[src/rtl/cfp_pkg.sv]
// Shared constants, types and field offsets of the command frame parser.
package cfp_pkg;

  // Sync header bytes
  localparam logic [7:0] HdrByte0 = 8'hFA;
  localparam logic [7:0] HdrByte1 = 8'h4D;
  localparam logic [7:0] HdrByte2 = 8'h43;
  localparam logic [7:0] HdrByte3 = 8'h55;

  // Receive buffer size; a frame is dropped when the index reaches BufferSize-5
  localparam int unsigned BufferSize = 70;

  // Command words
  localparam logic [15:0] CmdStart   = 16'h3001;
  localparam logic [15:0] CmdStop    = 16'h4001;
  localparam logic [15:0] CmdMode    = 16'h5001;
  localparam logic [15:0] CmdTrigger = 16'h5002;
  localparam logic [15:0] CmdGap     = 16'h5003;
  localparam logic [15:0] CmdReport  = 16'h6001;
  localparam logic [15:0] CmdVarIntv = 16'h8001;

  // Mode select values in payload byte 3
  localparam logic [7:0] ModeAuto   = 8'd1;
  localparam logic [7:0] ModeManual = 8'd2;

  localparam logic [15:0] MinGapReset = 16'd100;
  localparam logic [15:0] GapReset    = 16'd1000;

  localparam int unsigned SDataW = 16;
  localparam int unsigned MDataW = 88;

  // Output tdata bit positions
  localparam int unsigned OutIdLsb   = 0;
  localparam int unsigned OutLoadBit = 16;
  localparam int unsigned OutTimeLsb = 17;
  localparam int unsigned OutWorkBit = 65;
  localparam int unsigned OutManBit  = 66;
  localparam int unsigned OutTrigBit = 67;
  localparam int unsigned OutVarBit  = 68;
  localparam int unsigned OutRepBit  = 69;
  localparam int unsigned OutGapLsb  = 70;

  // Frame handed from the front to the back: payload bytes 1..8 in [0]..[7]
  typedef struct packed {
    logic            xor_ok;
    logic            locked;
    logic [7:0][7:0] payload;
  } cfp_cmd_t;

endpackage

[src/rtl/cfp_front.sv]
// Front end: header hunt, length and payload capture, running XOR check.
module cfp_front
  import cfp_pkg::*;
#(
  parameter int unsigned FrameBufSize = BufferSize
)
(
  input  logic                clk_i,
  input  logic                rst_ni,
  input  logic                in_valid_i,
  output logic                in_ready_o,
  input  logic [7:0]          data_byte_i,
  input  logic                time_locked_i,
  input  logic                q_full_i,
  output logic                q_push_o,
  output cfp_cmd_t            q_data_o
);

  localparam logic [2:0] PhHunt  = 3'd0;
  localparam logic [2:0] PhHdr1  = 3'd1;
  localparam logic [2:0] PhHdr2  = 3'd2;
  localparam logic [2:0] PhHdr3  = 3'd3;
  localparam logic [2:0] PhLen   = 3'd4;
  localparam logic [2:0] PhPay   = 3'd5;
  localparam logic [2:0] PhCheck = 3'd6;

  localparam logic [6:0] AbortIdx = 7'(FrameBufSize - 5);

  logic [2:0]      phase_q, phase_d;
  logic [7:0]      len_q, len_d;
  logic [6:0]      idx_q, idx_d;
  logic [7:0]      xor_q, xor_d;
  logic [7:0][7:0] pay_q, pay_d;
  logic [6:0]      idx_inc;
  logic [6:0]      idx_m1;
  logic            take;

  function automatic logic [2:0] hdr_step(input logic [7:0] b, input logic [7:0] want,
                                          input logic [2:0] nxt);
    logic [2:0] r;
    if (b == want) begin
      r = nxt;
    end else if (b == HdrByte0) begin
      r = PhHdr1;
    end else begin
      r = PhHunt;
    end
    return r;
  endfunction

  assign in_ready_o = !q_full_i;
  assign take       = in_valid_i && in_ready_o;
  assign idx_inc    = idx_q + 7'd1;
  assign idx_m1     = idx_q - 7'd1;

  always_comb begin
    phase_d  = phase_q;
    len_d    = len_q;
    idx_d    = idx_q;
    xor_d    = xor_q;
    pay_d    = pay_q;
    q_push_o = 1'b0;
    q_data_o.xor_ok  = (xor_q == data_byte_i);
    q_data_o.locked  = time_locked_i;
    q_data_o.payload = pay_q;
    if (take) begin
      case (phase_q)
        PhHdr1: phase_d = hdr_step(data_byte_i, HdrByte1, PhHdr2);
        PhHdr2: phase_d = hdr_step(data_byte_i, HdrByte2, PhHdr3);
        PhHdr3: phase_d = hdr_step(data_byte_i, HdrByte3, PhLen);
        PhLen: begin
          len_d   = data_byte_i;
          idx_d   = 7'd1;
          xor_d   = data_byte_i;
          phase_d = PhPay;
        end
        PhPay: begin
          if (idx_q inside {[7'd1:7'd8]}) begin
            pay_d[idx_m1[2:0]] = data_byte_i;
          end
          xor_d = xor_q ^ data_byte_i;
          idx_d = idx_inc;
          if ({2'b00, idx_inc} >= ({1'b0, len_q} + 9'd1)) begin
            phase_d = PhCheck;
          end
          if (idx_inc >= AbortIdx) begin
            phase_d = PhHunt;
          end
        end
        PhCheck: begin
          q_push_o = 1'b1;
          phase_d  = PhHunt;
        end
        default: phase_d = (data_byte_i == HdrByte0) ? PhHdr1 : PhHunt;
      endcase
    end
  end

  always_ff @(posedge clk_i or negedge rst_ni) begin
    if (!rst_ni) begin
      phase_q <= PhHunt;
      len_q   <= '0;
      idx_q   <= '0;
      xor_q   <= '0;
      pay_q   <= '0;
    end else begin
      phase_q <= phase_d;
      len_q   <= len_d;
      idx_q   <= idx_d;
      xor_q   <= xor_d;
      pay_q   <= pay_d;
    end
  end

endmodule

[src/rtl/cfp_queue.sv]
// Two-entry queue of finished frames between front and back.
module cfp_queue
  import cfp_pkg::*;
(
  input  logic     clk_i,
  input  logic     rst_ni,
  input  logic     push_i,
  input  cfp_cmd_t push_data_i,
  output logic     full_o,
  output logic     valid_o,
  input  logic     pop_i,
  output cfp_cmd_t pop_data_o
);

  cfp_cmd_t   mem_q [2];
  logic       wr_ptr_q, rd_ptr_q;
  logic [1:0] count_q;

  assign full_o     = (count_q == 2'd2);
  assign valid_o    = (count_q != 2'd0);
  assign pop_data_o = mem_q[rd_ptr_q];

  always_ff @(posedge clk_i) begin
    if (push_i) begin
      mem_q[wr_ptr_q] <= push_data_i;
    end
  end

  always_ff @(posedge clk_i or negedge rst_ni) begin
    if (!rst_ni) begin
      wr_ptr_q <= 1'b0;
      rd_ptr_q <= 1'b0;
      count_q  <= 2'd0;
    end else begin
      if (push_i) begin
        wr_ptr_q <= !wr_ptr_q;
      end
      if (pop_i) begin
        rd_ptr_q <= !rd_ptr_q;
      end
      case ({push_i, pop_i})
        2'b10:   count_q <= count_q + 2'd1;
        2'b01:   count_q <= count_q - 2'd1;
        default: count_q <= count_q;
      endcase
    end
  end

endmodule

[src/rtl/cfp_back.sv]
// Back end: command decode, mode/gap state and the output register.
module cfp_back
  import cfp_pkg::*;
(
  input  logic              clk_i,
  input  logic              rst_ni,
  input  logic              cfg_we_i,
  input  logic [15:0]       cfg_wdata_i,
  input  logic              q_valid_i,
  output logic              q_pop_o,
  input  cfp_cmd_t          q_data_i,
  output logic              out_valid_o,
  input  logic              out_ready_i,
  output logic [MDataW-1:0] out_data_o,
  output logic              out_user_o
);

  logic [15:0]       min_gap_val_q;
  logic              work_q, work_d;
  logic              man_q, man_d;
  logic [15:0]       gap_q, gap_d;
  logic              out_valid_q;
  logic [MDataW-1:0] out_data_q, out_data_d;
  logic              out_user_q, out_user_d;
  logic [15:0]       cmd_id;
  logic [15:0]       gap_req;
  logic              load, trig, varq, rep;
  logic [47:0]       tv;

  assign q_pop_o = q_valid_i && (!out_valid_q || out_ready_i);
  assign cmd_id  = {q_data_i.payload[0], q_data_i.payload[1]};
  assign gap_req = {q_data_i.payload[3], q_data_i.payload[2]};

  always_comb begin
    work_d = work_q;
    man_d  = man_q;
    gap_d  = gap_q;
    load   = 1'b0;
    trig   = 1'b0;
    varq   = 1'b0;
    rep    = 1'b0;
    tv     = '0;
    if (q_data_i.xor_ok) begin
      case (cmd_id)
        CmdStart: begin
          if (!q_data_i.locked) begin
            load = 1'b1;
            tv   = {q_data_i.payload[2], q_data_i.payload[3], q_data_i.payload[4],
                    q_data_i.payload[5], q_data_i.payload[6], q_data_i.payload[7]};
          end
          work_d = 1'b1;
        end
        CmdStop: work_d = 1'b0;
        CmdMode: begin
          if (!work_q) begin
            if (q_data_i.payload[2] == ModeAuto) begin
              man_d = 1'b0;
            end else if (q_data_i.payload[2] == ModeManual) begin
              man_d = 1'b1;
            end
          end
        end
        CmdTrigger: trig = work_q && man_q;
        CmdReport:  rep  = 1'b1;
        CmdVarIntv: varq = 1'b1;
        CmdGap:     gap_d = (gap_req < min_gap_val_q) ? min_gap_val_q : gap_req;
        default:    ;
      endcase
    end
    out_user_d = q_data_i.xor_ok;
    out_data_d = '0;
    out_data_d[OutIdLsb +: 16]   = q_data_i.xor_ok ? cmd_id : 16'd0;
    out_data_d[OutLoadBit]       = load;
    out_data_d[OutTimeLsb +: 48] = tv;
    out_data_d[OutWorkBit]       = work_d;
    out_data_d[OutManBit]        = man_d;
    out_data_d[OutTrigBit]       = trig;
    out_data_d[OutVarBit]        = varq;
    out_data_d[OutRepBit]        = rep;
    out_data_d[OutGapLsb +: 16]  = gap_d;
  end

  always_ff @(posedge clk_i or negedge rst_ni) begin
    if (!rst_ni) begin
      min_gap_val_q <= MinGapReset;
      work_q        <= 1'b0;
      man_q         <= 1'b0;
      gap_q         <= GapReset;
      out_valid_q   <= 1'b0;
    end else begin
      if (cfg_we_i) begin
        min_gap_val_q <= cfg_wdata_i;
      end
      if (q_pop_o) begin
        work_q      <= work_d;
        man_q       <= man_d;
        gap_q       <= gap_d;
        out_valid_q <= 1'b1;
      end else if (out_ready_i) begin
        out_valid_q <= 1'b0;
      end
    end
  end

  always_ff @(posedge clk_i) begin
    if (q_pop_o) begin
      out_data_q <= out_data_d;
      out_user_q <= out_user_d;
    end
  end

  assign out_valid_o = out_valid_q;
  assign out_data_o  = out_data_q;
  assign out_user_o  = out_user_q;

endmodule

[src/rtl/command_frame_parser.sv]
// Top level of the command frame parser.
//
// Input stream (s_axis): one received serial byte per item plus the time
// lock flag. The front end hunts for the FA 4D 43 55 header, reads the
// length and payload bytes and checks the XOR on the byte that follows.
// Only that check byte produces an item on the output stream (m_axis):
// tuser carries frame_valid, tdata the decoded command and the state after it.
// cfg_we_i/cfg_wdata_i write the minimum pulse gap (reset value 100).
//
// Throughput: one input byte per cycle while the frame queue is not full.
// On its way to m_axis a result is registered first in the two-entry frame
// queue, then, through command decode, in the output register.
// A stalled receiver fills the output register, then the queue; once the
// queue is full s_axis_tready drops until the output side drains.
// Reset (async, active low) returns to header hunt, clears payload bytes,
// flags and queue, and sets pulse gap 1000.
module command_frame_parser
  import cfp_pkg::*;
#(
  parameter int unsigned FrameBufSize = BufferSize
)
(
  input  logic              clk_i,
  input  logic              rst_ni,
  input  logic              cfg_we_i,
  input  logic [15:0]       cfg_wdata_i,
  input  logic              s_axis_tvalid,
  output logic              s_axis_tready,
  // [7:0] data_byte, [8] time_locked
  input  logic [SDataW-1:0] s_axis_tdata,
  output logic              m_axis_tvalid,
  input  logic              m_axis_tready,
  // [15:0] command_id, [16] load_time, [64:17] time_value, [65] working,
  // [66] manual_mode, [67] trigger_request, [68] variable_interval_request,
  // [69] report_mode_request, [85:70] pulse_gap
  output logic [MDataW-1:0] m_axis_tdata,
  // [0] frame_valid
  output logic              m_axis_tuser
);

  logic     q_push, q_full, q_valid, q_pop;
  cfp_cmd_t q_in, q_out;

  cfp_front #(
    .FrameBufSize (FrameBufSize)
  ) u_front (
    .clk_i         (clk_i),
    .rst_ni        (rst_ni),
    .in_valid_i    (s_axis_tvalid),
    .in_ready_o    (s_axis_tready),
    .data_byte_i   (s_axis_tdata[7:0]),
    .time_locked_i (s_axis_tdata[8]),
    .q_full_i      (q_full),
    .q_push_o      (q_push),
    .q_data_o      (q_in)
  );

  cfp_queue u_queue (
    .clk_i       (clk_i),
    .rst_ni      (rst_ni),
    .push_i      (q_push),
    .push_data_i (q_in),
    .full_o      (q_full),
    .valid_o     (q_valid),
    .pop_i       (q_pop),
    .pop_data_o  (q_out)
  );

  cfp_back u_back (
    .clk_i       (clk_i),
    .rst_ni      (rst_ni),
    .cfg_we_i    (cfg_we_i),
    .cfg_wdata_i (cfg_wdata_i),
    .q_valid_i   (q_valid),
    .q_pop_o     (q_pop),
    .q_data_i    (q_out),
    .out_valid_o (m_axis_tvalid),
    .out_ready_i (m_axis_tready),
    .out_data_o  (m_axis_tdata),
    .out_user_o  (m_axis_tuser)
  );

endmodule

[config.mk]
export PLATFORM = sky130hd
export DESIGN_NAME = command_frame_parser
export DESIGN_NICKNAME = d
export VERILOG_FILES = /design/src/rtl/cfp_pkg.sv /design/src/rtl/cfp_front.sv /design/src/rtl/cfp_queue.sv /design/src/rtl/cfp_back.sv /design/src/rtl/command_frame_parser.sv
export SDC_FILE = /design/constraint.sdc
export NUM_CORES = 1
export LEC_CHECK = 0
export CORE_ASPECT_RATIO = 0.8
export CORE_MARGIN = 8
export CORE_UTILIZATION = 45
export CTS_BUF_LIST = sky130_fd_sc_hd__clkbuf_16
export CTS_CLUSTER_DIAMETER = 100
export DETAILED_ROUTE_END_ITERATION = 7
export DONT_BUFFER_PORTS = 1
export GPL_ROUTABILITY_DRIVEN = 0
export SKIP_CTS_REPAIR_TIMING = 1
export SLEW_MARGIN = 10
export SYNTH_ARGS = -nofsm -noshare
export SYNTH_HDL_FRONTEND = slang
export SYNTH_SLANG_ARGS = --single-unit
[constraint.sdc]
create_clock -name clk_i -period 13.33 [get_ports clk_i]
set_input_delay 3.3325 -clock clk_i [delete_from_list [all_inputs] [get_ports clk_i]]
set_output_delay 3.3325 -clock clk_i [all_outputs]
set_load 0.01 [all_outputs]
==> results_tabular.tex, run 1 <==
\begin{tabular}{lr}
\hline
Metric & Value \\
\hline
\multicolumn{2}{l}{\textbf{Outcome}} \\
Outcome & finished clean \\
\multicolumn{2}{l}{\textbf{Finish}} \\
Area of all sequential standard cells & 9820 um2 \\
Utilization after layout & 50.5\% \\
Multi-input logic area & 4160 um2 \\
Synthesis-to-layout area growth & 10.6\% \\
Count of non-filler cells in the finished layout & 1454 \\
\# nets final & 1069 \\
Fraction of final layout cells sized beyond drive strength 1 & 17.2\% \\
Number of fill cells in the layout & 2676 \\
\# diodes & 0 \\
\multicolumn{2}{l}{\textbf{Route}} \\
Final wirelength & 29800 um \\
Number of detailed-routing iterations run before antenna repair & 7 \\
Antenna-violating nets left & 0 \\
Via density per instance & 5.32 \\
1st-iter DRT viols & 478 \\
Routed wire length per instance & 20.5 um \\
Number of DRC violations after detailed routing & 0 \\
Vias after detailed routing & 7737 \\
\multicolumn{2}{l}{\textbf{Setup path}} \\
Crit Path Category & primary input to flop \\
Worst Setup End Kind & flop \\
FF-to-FF path depth & 10 \\
Arrival @ worst endpoint & 5.84 ns \\
Worst Path Required & 13.72 ns \\
Top fanout value on the critical path & 36 \\
Worst Setup Start Kind & primary input \\
\multicolumn{2}{l}{\textbf{Synth}} \\
EDFF count, synth & 219 \\
Share of the yosys chip area belonging to registers & 68.6\% \\
Yosys top cell by area & edfxtp\_1 \\
Warnings from Yosys & 0 \\
Ys flop type & edfxtp\_1 \\
List of most frequent post-synthesis cells & 219 x edfxtp\_1, 120 x dfrtp\_1, 89 x mux2\_2 \\
Async set or reset register ratio after synthesis & 37.1\% \\
Biggest area contributors in the synthesized netlist & edfxtp\_1 46\%, dfrtp\_1 21\%, mux2\_2 7.0\%, mux2i\_1 4.5\%, ha\_1 2.2\% \\
Cells after Synth & 1006 \\
Post-synthesis cell area & 14300 um2 \\
Most common cell in the netlist & edfxtp\_1 \\
Number of flip-flops and latches in the synthesized netlist & 348 \\
Area share of the leading cell type in the synthesized netlist & 45.9\% \\
Post-synth cell types & 65 \\
Synthesized area per cell & 14.2 um2 \\
\multicolumn{2}{l}{\textbf{Pwr}} \\
Static leakage & 0.00628 uW \\
Maximum resistive drop on vdd & 0.000117 V \\
Power Dens Cells & 179 nW/um2 \\
\multicolumn{2}{l}{\textbf{Floorplanning}} \\
Std-Cell Rows & 58 \\
Die outline area & 37800 um2 \\
Core box area & 31400 um2 \\
Die W & 215 um \\
Number of top-level pins & 128 \\
Starting density of the core & 45.7\% \\
Height of the die & 176 um \\
\multicolumn{2}{l}{\textbf{GRT}} \\
Overall routing resource usage & 15.5\% \\
First-pass GRT wire length & 46100 um \\
Maximum number of pins on one net before global-route repair & 130 \\
Number of global-route vias before repair & 7605 \\
Antenna violations before repair & 0 \\
Total grt overflow & 0 \\
\multicolumn{2}{l}{\textbf{Timing}} \\
Transition time at the pin with the least slew margin & 0.969 ns \\
Worst-case setup margin in the final layout & 7.88 ns \\
Headroom to the max-slew limit & 35.4\% \\
Maximum clock frequency & 184 MHz \\
Max-slew violations & 0 \\
Total negative slack & 0 ns \\
Final clock period utilization by the worst path & 40.9\% \\
Setup violations, final & 0 \\
Clk\_skew & 0.0152 ns \\
Endpoints failing hold & 0 \\
RSZ-0062 raised after global routing & no \\
Final min period & 5.45 ns \\
\multicolumn{2}{l}{\textbf{Clocking}} \\
Total CTS buffers & 37 \\
Source-to-sink clock delay at the later pin of the worst-skew pair & 0.52 ns \\
Buffer levels on the longest clock path & 3 \\
Clock tree from TritonCTS & done \\
Clock sink count & 348 \\
Clock transition at the registers of the reported paths & 0.06 ns \\
H-tree level count & 2 \\
Clock root buffer & clkbuf\_16 \\
\multicolumn{2}{l}{\textbf{Placement}} \\
Pre-CTS worst setup slack & 7.25 ns \\
Quantity of I/O buffers inserted on ports & 0 \\
Instance count after placement with tap cells included & 1388 \\
Placed wire-length estimate & 18000 um \\
\multicolumn{2}{l}{\textbf{Job}} \\
Number of violations of the max-capacitance limit & 0 \\
\multicolumn{2}{l}{\textbf{Min path}} \\
Cells on Worst Hold Path & 0 \\
Classification of the worst-slack hold path & flop to flop \\
\hline
\end{tabular}
[flip-flops by register name, summed over array words and instances, names as in the netlist]
register	count
u_back.out_data_o	86
u_queue.rd_ptr_q	1
u_front.len_q	8
u_back.out_valid_o	1
u_front.q_data_o	64
u_back.out_user_o	1
u_back.work_q	1
u_front.phase_q	3
u_queue.wr_ptr_q	1
u_back.man_q	1
u_front.xor_q	8
u_back.gap_q	16
u_queue.mem_q	132
u_front.idx_q	7
u_queue.count_q	2
u_back.min_gap_val_q	16
[final timing paths]
kind                                 startpoint                       to  slack, ns
max                               m_axis_tready         u_back.gap_q[15]       7.88
min in group asynchronous                rst_ni            u_back.work_q       2.51
max in group asynchronous                rst_ni  u_back.min_gap_val_q[5]      10.56
min                        u_front.q_data_o[57]     u_queue.mem_q[0][57]       0.46
max reg2reg                    u_queue.rd_ptr_q    u_back.out_data_o[85]       8.88
min reg2reg                u_front.q_data_o[57]     u_queue.mem_q[0][57]       0.46
[stage by stage]
| stage | power, uW | hold WS [ns] | area (um2) |
|---|---|---|---|
| 4_1_cts | 2870 | 0.458 | 15800 |
| 2_1_floorplan | 1790 | 0.437 | 14300 |
| 5_1_grt | 2960 | 0.473 | 15800 |
| 6_report | 2830 | 0.460 | 15800 |
| 3_5_place_dp | 1910 | 0.451 | 14700 |
| 3_3_place_gp | 1900 | 0.441 | 14700 |
[cells in the final DEF (no fill, tap or decap), drive strengths merged, types with 8 or more instances in the layout]
master and instances:
xnor2 16, dfstp 9, ha 25, a311oi 9
a21oi 21, clkinv 20, nor3 12, buf 8
inv 41, nand3 13, xor2 8, o21ai 59
nor2 87, dfrtp 120, edfxtp 219, clkbuf 39
nor2b 17, mux2i 65, nand4 8, nand2 75
mux2 89
[power by group]
group          internal (uW)  leakage, uW  switching (uW)
Combinational            193      0.00187             289
Clock                    547     0.000585             407
Sequential              1280      0.00383             112
[layout make-up]
class,count,share of cell area (%)
flip-flops and latches,348,62.1
multi-input cells,577,26.3
well taps,420,3.32
clock buffers,39,6.17
repair buffers,8,0.380
inverters,35,0.830
clock inverters,27,0.933
[cells by family (layout without fill, tap and decap cells)]
logic type / after synthesis / in the layout / share of synthesized area (%)
AND/OR/NAND/NOR: 246 / 246 / 8.09
flip-flops: 348 / 348 / 68.6
XOR/XNOR: 24 / 24 / 1.47
other: 1 / 2 / 0.0262
adder cells (fa/ha/maj): 26 / 26 / 2.26
buffers and inverters: 82 / 109 / 2.58
multiplexers: 154 / 154 / 11.6
AO/OA/AOI/OAI: 125 / 125 / 5.43
[worst max-delay path, stage by stage]
cell and delay (ns):
inv_1 0.04, a21oi_4 0.68, buf_4 0.54, buf_4 0.54, nand4_1 0.17, buf_4 0.27
nand2_1 0.10, o21ai_0 0.07
[metal layers]
| metal | GRT usage (%) | vias to the layer above | share of wire [%] |
|---|---|---|---|
| li1 | - | 3664 | - |
| met1 | 21.5 | 3856 | 46 |
| met2 | 24.5 | 167 | 47 |
| met3 | 3.30 | 50 | 4.8 |
| met4 | 4.48 | 0 | 2.1 |
| met5 | 0 | - | 0 |
Note: power is estimated with default switching activity, not from simulation.
==> inputs of run 2 (changes only) <==
- ABC_AREA: default -> 1
- clock period: 13.33 -> 5.7 ns (I/O delays scaled with it)
==> results_tabular.tex, run 2 <==
\begin{tabular}{lr}
\hline
Metric & Value \\
\hline
\multicolumn{2}{l}{\textbf{Timing}} \\
Headroom to the max-slew limit & 35.4\% (about the same) \\
Setup violations, final & 0 (unchanged) \\
Max-slew violations & 0 (unchanged) \\
Total negative slack & 0 ns (unchanged) \\
Final hold slack & 0.456 ns (-0.00434 ns) \\
Endpoints failing hold & 0 (unchanged) \\
Transition time at the pin with the least slew margin & 0.970 ns (+0.000228 ns) \\
Final min period & 3.99 ns \\
Maximum clock frequency & 251 MHz \\
Clk\_skew & 0.0176 ns (+0.00249 ns) \\
RSZ-0062 raised after global routing & no \\
Final clock period utilization by the worst path & 69.9\% \\
\multicolumn{2}{l}{\textbf{Clocking}} \\
Clock sink count & 348 (unchanged) \\
Clock transition at the registers of the reported paths & 0.06 ns (about the same) \\
Clock tree from TritonCTS & done \\
Buffer levels on the longest clock path & 3 (unchanged) \\
Total CTS buffers & 36 (-2.7\%) \\
H-tree level count & 2 (unchanged) \\
Source-to-sink clock delay at the later pin of the worst-skew pair & 0.53 ns (about the same) \\
Clock root buffer & clkbuf\_16 \\
\multicolumn{2}{l}{\textbf{Synth}} \\
Xor and xnor area share after synthesis & 1.22\% (-0.25 points) \\
Yosys top cell by area & edfxtp\_1 \\
Post-synthesis cell area & 14400 um2 (+0.45\%) \\
Warnings from Yosys & 0 (unchanged) \\
Number of flip-flops and latches in the synthesized netlist & 348 (unchanged) \\
Most common cell in the netlist & nand2\_1 \\
Area share of the leading cell type in the synthesized netlist & 45.7\% (-0.21 points) \\
Synth Area in Simple Gates & 17.1\% (+9.0 points) \\
Compound-gate portion of the synthesized area & 6.85\% (+1.4 points) \\
Post-synthesis adder-cell area fraction & 2.18\% (-0.080 points) \\
Mux cell area share after synthesis & 0.148\% (-11 points) \\
Ys flop type & edfxtp\_1 \\
Cells after Synth & 1282 (+27\%) \\
Share of the yosys chip area belonging to registers & 68.3\% (-0.31 points) \\
Async set or reset register ratio after synthesis & 37.1\% (unchanged) \\
Combinational family with the most area after synthesis & simple AND/OR/NAND/NOR gates \\
Synthesized area per cell & 11.2 um2 (-21\%) \\
EDFF count, synth & 219 (unchanged) \\
Post-synth cell types & 46 (-29\%) \\
List of most frequent post-synthesis cells & 311 x nand2\_1, 219 x edfxtp\_1, 120 x dfrtp\_1 \\
Biggest area contributors in the synthesized netlist & edfxtp\_1 46\%, dfrtp\_1 21\%, nand2\_1 8.1\%, o21ai\_0 2.9\%, nand3\_1 2.6\% \\
\multicolumn{2}{l}{\textbf{Finish}} \\
Synthesis-to-layout area growth & 10.7\% \\
Largest Register & u\_queue.mem\_q \\
Highest-count cells in the layout ignoring fill and taps & 311 x nand2\_1, 219 x edfxtp\_1, 119 x dfrtp\_1, 99 x inv\_1, 83 x o21ai\_0 \\
Number of flip-flops under the largest register name & 132 (unchanged) \\
\# diodes & 0 (unchanged) \\
\# nets final & 1343 (+26\%) \\
Fraction of final layout cells sized beyond drive strength 1 & 8.63\% (-8.6 points) \\
Most common cell after layout, fill and taps aside & nand2\_1 \\
\multicolumn{2}{l}{\textbf{Setup path}} \\
Top fanout value on the critical path & 41 (+14\%) \\
Dominant delay contributor by cell family on the critical path & buffers and inverters \\
Critical Path Slowest Stage Cell & dfrtp\_2 \\
Worst Path Required & 6.04 ns (-7.68 ns) \\
Crit-path max cell delay & 0.72 ns (+0.04 ns) \\
Depth of the critical timing path with buffers and inverters included & 10 (+2) \\
Crit Path Category & flop to flop \\
Worst Setup Start Kind & flop \\
Worst Setup End Kind & flop \\
Cells traversed along the worst timing path & inv\_2, buf\_4, o21ai\_1, nand2\_1, nor2\_1, nand2\_1, nor2\_2, nand4\_2, buf\_4, a21oi\_1 \\
FF-to-FF path depth & 10 (unchanged) \\
Buf/Inv on CP & 3 (-1) \\
Arrival @ worst endpoint & 4.33 ns (-1.51 ns) \\
\multicolumn{2}{l}{\textbf{Route}} \\
1st-iter DRT viols & 663 (+39\%) \\
Number of detailed-routing iterations run before antenna repair & 5 (-2) \\
Antenna-violating nets left & 0 (unchanged) \\
Number of DRC violations after detailed routing & 0 (unchanged) \\
Routed wire length per instance & 18.0 um (-12\%) \\
Vias after detailed routing & 8921 (+15\%) \\
Via density per instance & 5.16 (-3.0\%) \\
Final wirelength & 31000 um (+4.3\%) \\
\multicolumn{2}{l}{\textbf{Placement}} \\
Placed wire-length estimate & 19000 um (+5.9\%) \\
Quantity of I/O buffers inserted on ports & 0 (unchanged) \\
\multicolumn{2}{l}{\textbf{Floorplanning}} \\
Std-Cell Rows & 58 (unchanged) \\
Core box area & 31400 um2 (+0.23\%) \\
Height of the die & 176 um (+0.21\%) \\
Number of top-level pins & 128 (unchanged) \\
Die outline area & 38000 um2 (+0.42\%) \\
Die W & 216 um (+0.21\%) \\
Starting density of the core & 45.8\% (+0.10 points) \\
\multicolumn{2}{l}{\textbf{Outcome}} \\
Outcome & finished clean \\
\multicolumn{2}{l}{\textbf{Pwr}} \\
Power Dens Cells & 420 nW/um2 (+130\%) \\
Maximum resistive drop on vdd & 0.000199 V (+70\%) \\
Static leakage & 0.00677 uW (+7.7\%) \\
Tot Pwr & 6680 uW (+140\%) \\
\multicolumn{2}{l}{\textbf{GRT}} \\
First-pass GRT wire length & 48900 um (+6.2\%) \\
Overall routing resource usage & 16.2\% (+0.64 points) \\
Number of global-route vias before repair & 8603 (+13\%) \\
Maximum number of pins on one net before global-route repair & 130 (unchanged) \\
Total grt overflow & 0 (unchanged) \\
Antenna violations before repair & 0 (unchanged) \\
\multicolumn{2}{l}{\textbf{Job}} \\
Number of violations of the max-capacitance limit & 0 (unchanged) \\
\multicolumn{2}{l}{\textbf{Min path}} \\
Classification of the worst-slack hold path & flop to flop \\
Cells on Worst Hold Path & 0 (unchanged) \\
\hline
\end{tabular}
run 2: cell type report:
cell class,instances,area (um2)
inverters,95,359
well taps,420,526
flip-flops and latches,348,9820
multi-input cells,791,3980
fillers,2716,15500
clock buffers,36,901
repair buffers,9,67.6
clock inverters,30,258
run 2: power breakdown:
| part | internal (uW) | switching, uW |
|---|---|---|
| Sequential | 3070 | 309 |
| Clock | 1340 | 967 |
| Combinational | 257 | 744 |
| Total | 4660 | 2020 |
run 2: final timing paths:
kind,start,endpoint,slack (ns)
setup / recovery,u_queue.rd_ptr_q,u_back.out_data_o[33],1.71
hold / removal,u_front.q_data_o[56],u_queue.mem_q[0][56],0.46
setup reg to reg,u_queue.rd_ptr_q,u_back.out_data_o[33],1.71
hold reg to reg,u_front.q_data_o[56],u_queue.mem_q[0][56],0.46
max in group asynchronous,rst_ni,u_back.min_gap_val_q[6],4.78
min in group asynchronous,rst_ni,u_back.out_valid_o,0.60
run 2: worst register-to-register path: stages (launching register included):
cell,delay [ns]
dfrtp_2,0.72
inv_2,0.32
buf_4,0.40
o21ai_1,0.39
nand2_1,0.09
nor2_1,0.17
nand2_1,0.14
nor2_2,0.13
nand4_2,0.63
buf_4,0.53
a21oi_1,0.28
run 2: cell families (layout without fill, tap and decap cells):
kind of cell,Yosys count,after routing
mux,2,2
simple gates,554,554
flops,348,348
fa+ha+maj,25,25
other cells,1,2
xor+xnor,20,20
compound gates,188,188
buf+inv,144,170
run 2: per-layer routing:
metal | vias to the layer above | track usage, % | routed length [um]
met1 | 4350 | 22.6 | 14400
met4 | 0 | 4.19 | 566
li1 | 4335 | - | -
met3 | 40 | 3.04 | 1600
met5 | - | 0 | 0
met2 | 196 | 25.7 | 14500
run 2: stage by stage:
step	cell area [um2]	cells	setup WS [ns]	util (%)
2_1_floorplan	14400	1283	0.267	-
6_report	15900	1729	1.71	50.6
5_1_grt	15900	1729	1.40	50.6
3_5_place_dp	14800	1663	1.65	46.9
4_1_cts	15900	1729	1.61	50.6
3_3_place_gp	14800	1663	1.63	46.9
==> inputs of run 3 (changes only) <==
- clock period: 5.7 -> 3.7 ns (I/O delays scaled with it)
==> results_tabular.tex, run 3 (synthesized netlist as in run 2, its figures left out) <==
\begin{tabular}{lr}
\hline
Metric & Value \\
\hline
\multicolumn{2}{l}{\textbf{Outcome}} \\
Outcome & finished clean \\
\multicolumn{2}{l}{\textbf{Pwr}} \\
Clk pwr share & 33.3\% (-1.2 points) \\
Maximum resistive drop on vdd & 0.000388 V (+95\%) \\
Power Dens Cells & 638 nW/um2 (+52\%) \\
Net Sw Frac & 30.2\% (-0.072 points) \\
Combinational share of power & 16.0\% (+1.0 points) \\
Net switching power & 3070 uW (+52\%) \\
Internal power contribution & 7100 uW (+52\%) \\
Static leakage & 0.00678 uW (+0.18\%) \\
Sequential fraction of design power & 50.7\% (+0.2 points) \\
\multicolumn{2}{l}{\textbf{Floorplanning}} \\
Std-Cell Rows & 58 (unchanged) \\
Number of top-level pins & 128 (unchanged) \\
Height of the die & 176 um (unchanged) \\
Core box area & 31400 um2 (unchanged) \\
Die outline area & 38000 um2 (unchanged) \\
Die W & 216 um (unchanged) \\
Starting density of the core & 45.8\% (unchanged) \\
\multicolumn{2}{l}{\textbf{GRT}} \\
Antenna violations before repair & 0 (unchanged) \\
Total grt overflow & 0 (unchanged) \\
Number of global-route vias before repair & 8675 (+0.84\%) \\
Maximum number of pins on one net before global-route repair & 130 (unchanged) \\
First-pass GRT wire length & 49400 um (+1.0\%) \\
Overall routing resource usage & 16.3\% (+0.17 points) \\
\multicolumn{2}{l}{\textbf{Setup path}} \\
Worst reg2reg startpoint & u\_queue.rd\_ptr\_q \\
Worst Setup Start Kind & flop \\
Crit-path max cell delay & 0.55 ns (-0.17 ns) \\
Worst Setup End Kind & flop \\
Dominant delay contributor by cell family on the critical path & simple AND/OR/NAND/NOR gates \\
Top fanout value on the critical path & 44 (+7.3\%) \\
Crit Path Category & flop to flop \\
CP startpoint & u\_queue.rd\_ptr\_q \\
Crit-path most repeated cell & buf\_4 \\
Arrival @ worst endpoint & 3.35 ns (-0.98 ns) \\
Critical Path Slowest Stage Cell & buf\_4 \\
Worst Path Required & 3.96 ns (-2.08 ns) \\
Cells traversed along the worst timing path & inv\_2, buf\_4, o21ai\_1, nand4\_1, nor2\_1, and3\_1, buf\_4, or2\_2, and2\_1 \\
Buf/Inv on CP & 3 (unchanged) \\
\multicolumn{2}{l}{\textbf{Clocking}} \\
Clock transition at the registers of the reported paths & 0.06 ns (about the same) \\
Clock root buffer & clkbuf\_16 \\
Buffer levels on the longest clock path & 3 (unchanged) \\
Source-to-sink clock delay at the later pin of the worst-skew pair & 0.51 ns (-0.02 ns) \\
Total CTS buffers & 36 (unchanged) \\
H-tree level count & 2 (unchanged) \\
Clock sink count & 348 (unchanged) \\
Clock tree from TritonCTS & done \\
\multicolumn{2}{l}{\textbf{Timing}} \\
Transition time at the pin with the least slew margin & 0.934 ns (-0.0353 ns) \\
Headroom to the max-slew limit & 37.7\% (+2.4 points) \\
Total negative slack & 0 ns (unchanged) \\
RSZ-0062 raised after global routing & no \\
Clk\_skew & 0.0130 ns (-0.00466 ns) \\
Setup violations, final & 0 (unchanged) \\
Maximum clock frequency & 323 MHz (+29\%) \\
Final clock period utilization by the worst path & 83.6\% (+14 points) \\
Endpoints failing hold & 0 (unchanged) \\
Max-slew violations & 0 (unchanged) \\
Final min period & 3.09 ns (-0.894 ns) \\
Worst-case setup margin in the final layout & 0.609 ns (-1.11 ns) \\
\multicolumn{2}{l}{\textbf{Finish}} \\
Count of non-filler cells in the finished layout & 1733 (+0.23\%) \\
Largest Register & u\_queue.mem\_q \\
Fraction of final layout cells sized beyond drive strength 1 & 9.22\% (+0.58 points) \\
Number of flip-flops under the largest register name & 132 (unchanged) \\
Utilization after layout & 50.7\% (+0.056 points) \\
Multi-input logic area & 3980 um2 (unchanged) \\
\# nets final & 1349 (+0.45\%) \\
Highest-count cells in the layout ignoring fill and taps & 311 x nand2\_1, 219 x edfxtp\_1, 119 x dfrtp\_1, 97 x inv\_1, 83 x o21ai\_0 \\
Number of fill cells in the layout & 2720 (+0.15\%) \\
\# diodes & 0 (unchanged) \\
Most common cell after layout, fill and taps aside & nand2\_1 \\
Synthesis-to-layout area growth & 10.8\% \\
Area of all sequential standard cells & 9820 um2 (unchanged) \\
\multicolumn{2}{l}{\textbf{Placement}} \\
Quantity of I/O buffers inserted on ports & 0 (unchanged) \\
Instance count after placement with tap cells included & 1669 (+0.36\%) \\
Pre-CTS worst setup slack & 0.631 ns (-1.02 ns) \\
Placed wire-length estimate & 19000 um (+0.14\%) \\
\multicolumn{2}{l}{\textbf{Min path}} \\
Classification of the worst-slack hold path & primary input to async pin \\
\multicolumn{2}{l}{\textbf{Route}} \\
Antenna-violating nets left & 0 (unchanged) \\
Via density per instance & 5.14 (-0.35\%) \\
Final wirelength & 31000 um (-0.19\%) \\
Number of detailed-routing iterations run before antenna repair & 5 (unchanged) \\
Number of DRC violations after detailed routing & 0 (unchanged) \\
Vias after detailed routing & 8910 (-0.12\%) \\
1st-iter DRT viols & 699 (+5.4\%) \\
Routed wire length per instance & 17.9 um (-0.42\%) \\
\multicolumn{2}{l}{\textbf{Job}} \\
Number of violations of the max-capacitance limit & 0 (unchanged) \\
\hline
\end{tabular}
[run 3: cell count changes in the layout (fill, tap and decap cells not counted), sizes merged]
cell | previous run | this run
inv | 109 | 105
buf | 9 | 15
clkinv | 11 | 14
bufinv | 4 | 2
clkbuf | 36 | 37
[run 3: worst paths after layout]
| check | slack (ns) | cells after the start | endpoint |
|---|---|---|---|
| worst max-delay path | 0.61 | 9 | u_back.out_data_o[82] |
| worst min-delay path | 0.11 | 0 | u_back.out_valid_o |
| worst max register to register | 0.61 | 9 | u_back.out_data_o[82] |
| worst min register to register | 0.46 | 0 | u_queue.mem_q[1][62] |
| max in group asynchronous | 3.27 | 0 | u_back.gap_q[7] |
| min in group clk_i | 0.46 | 0 | u_queue.mem_q[1][62] |
[run 3: power groups by stage]
stage | Combinational, uW | Sequential, uW | Clock, uW
floorplan | 1140 | 5140 | 0
global placement | 1620 | 5250 | 0
detailed placement | 1640 | 5260 | 0
CTS | 1650 | 5180 | 3470
global route | 1830 | 5210 | 3610
finish | 1630 | 5150 | 3380
[run 3: per-layer routing]
| layer | global-route usage [%] | routed length (um) | vias to the layer above |
|---|---|---|---|
| met5 | 0 | 0 | - |
| met4 | 4.28 | 650 | 0 |
| met3 | 3.34 | 1740 | 55 |
| met2 | 25.1 | 14100 | 212 |
| met1 | 23.4 | 14500 | 4301 |
| li1 | - | - | 4342 |
[run 3: per-stage QoR]
stage          hold slack (ns)  total power [uW]  area, um2
6_report                 0.113             10200      15900
5_1_grt                 0.0869             10600      15900
4_1_cts                 0.0937             10300      15900
3_5_place_dp             0.452              6900      14800
3_3_place_gp             0.448              6880      14800
2_1_floorplan            0.441              6270      14400
[run 3: final cells by class]
class                           count  share of cell area (%)
Clock inverter                     27                    1.05
Tap cell                          420                    3.30
Multi-Input combinational cell    791                    25.0
Inverter                           95                    2.25
Sequential cell                   348                    61.6
Timing Repair Buffer               15                   0.943
Clock buffer                       37                    5.81
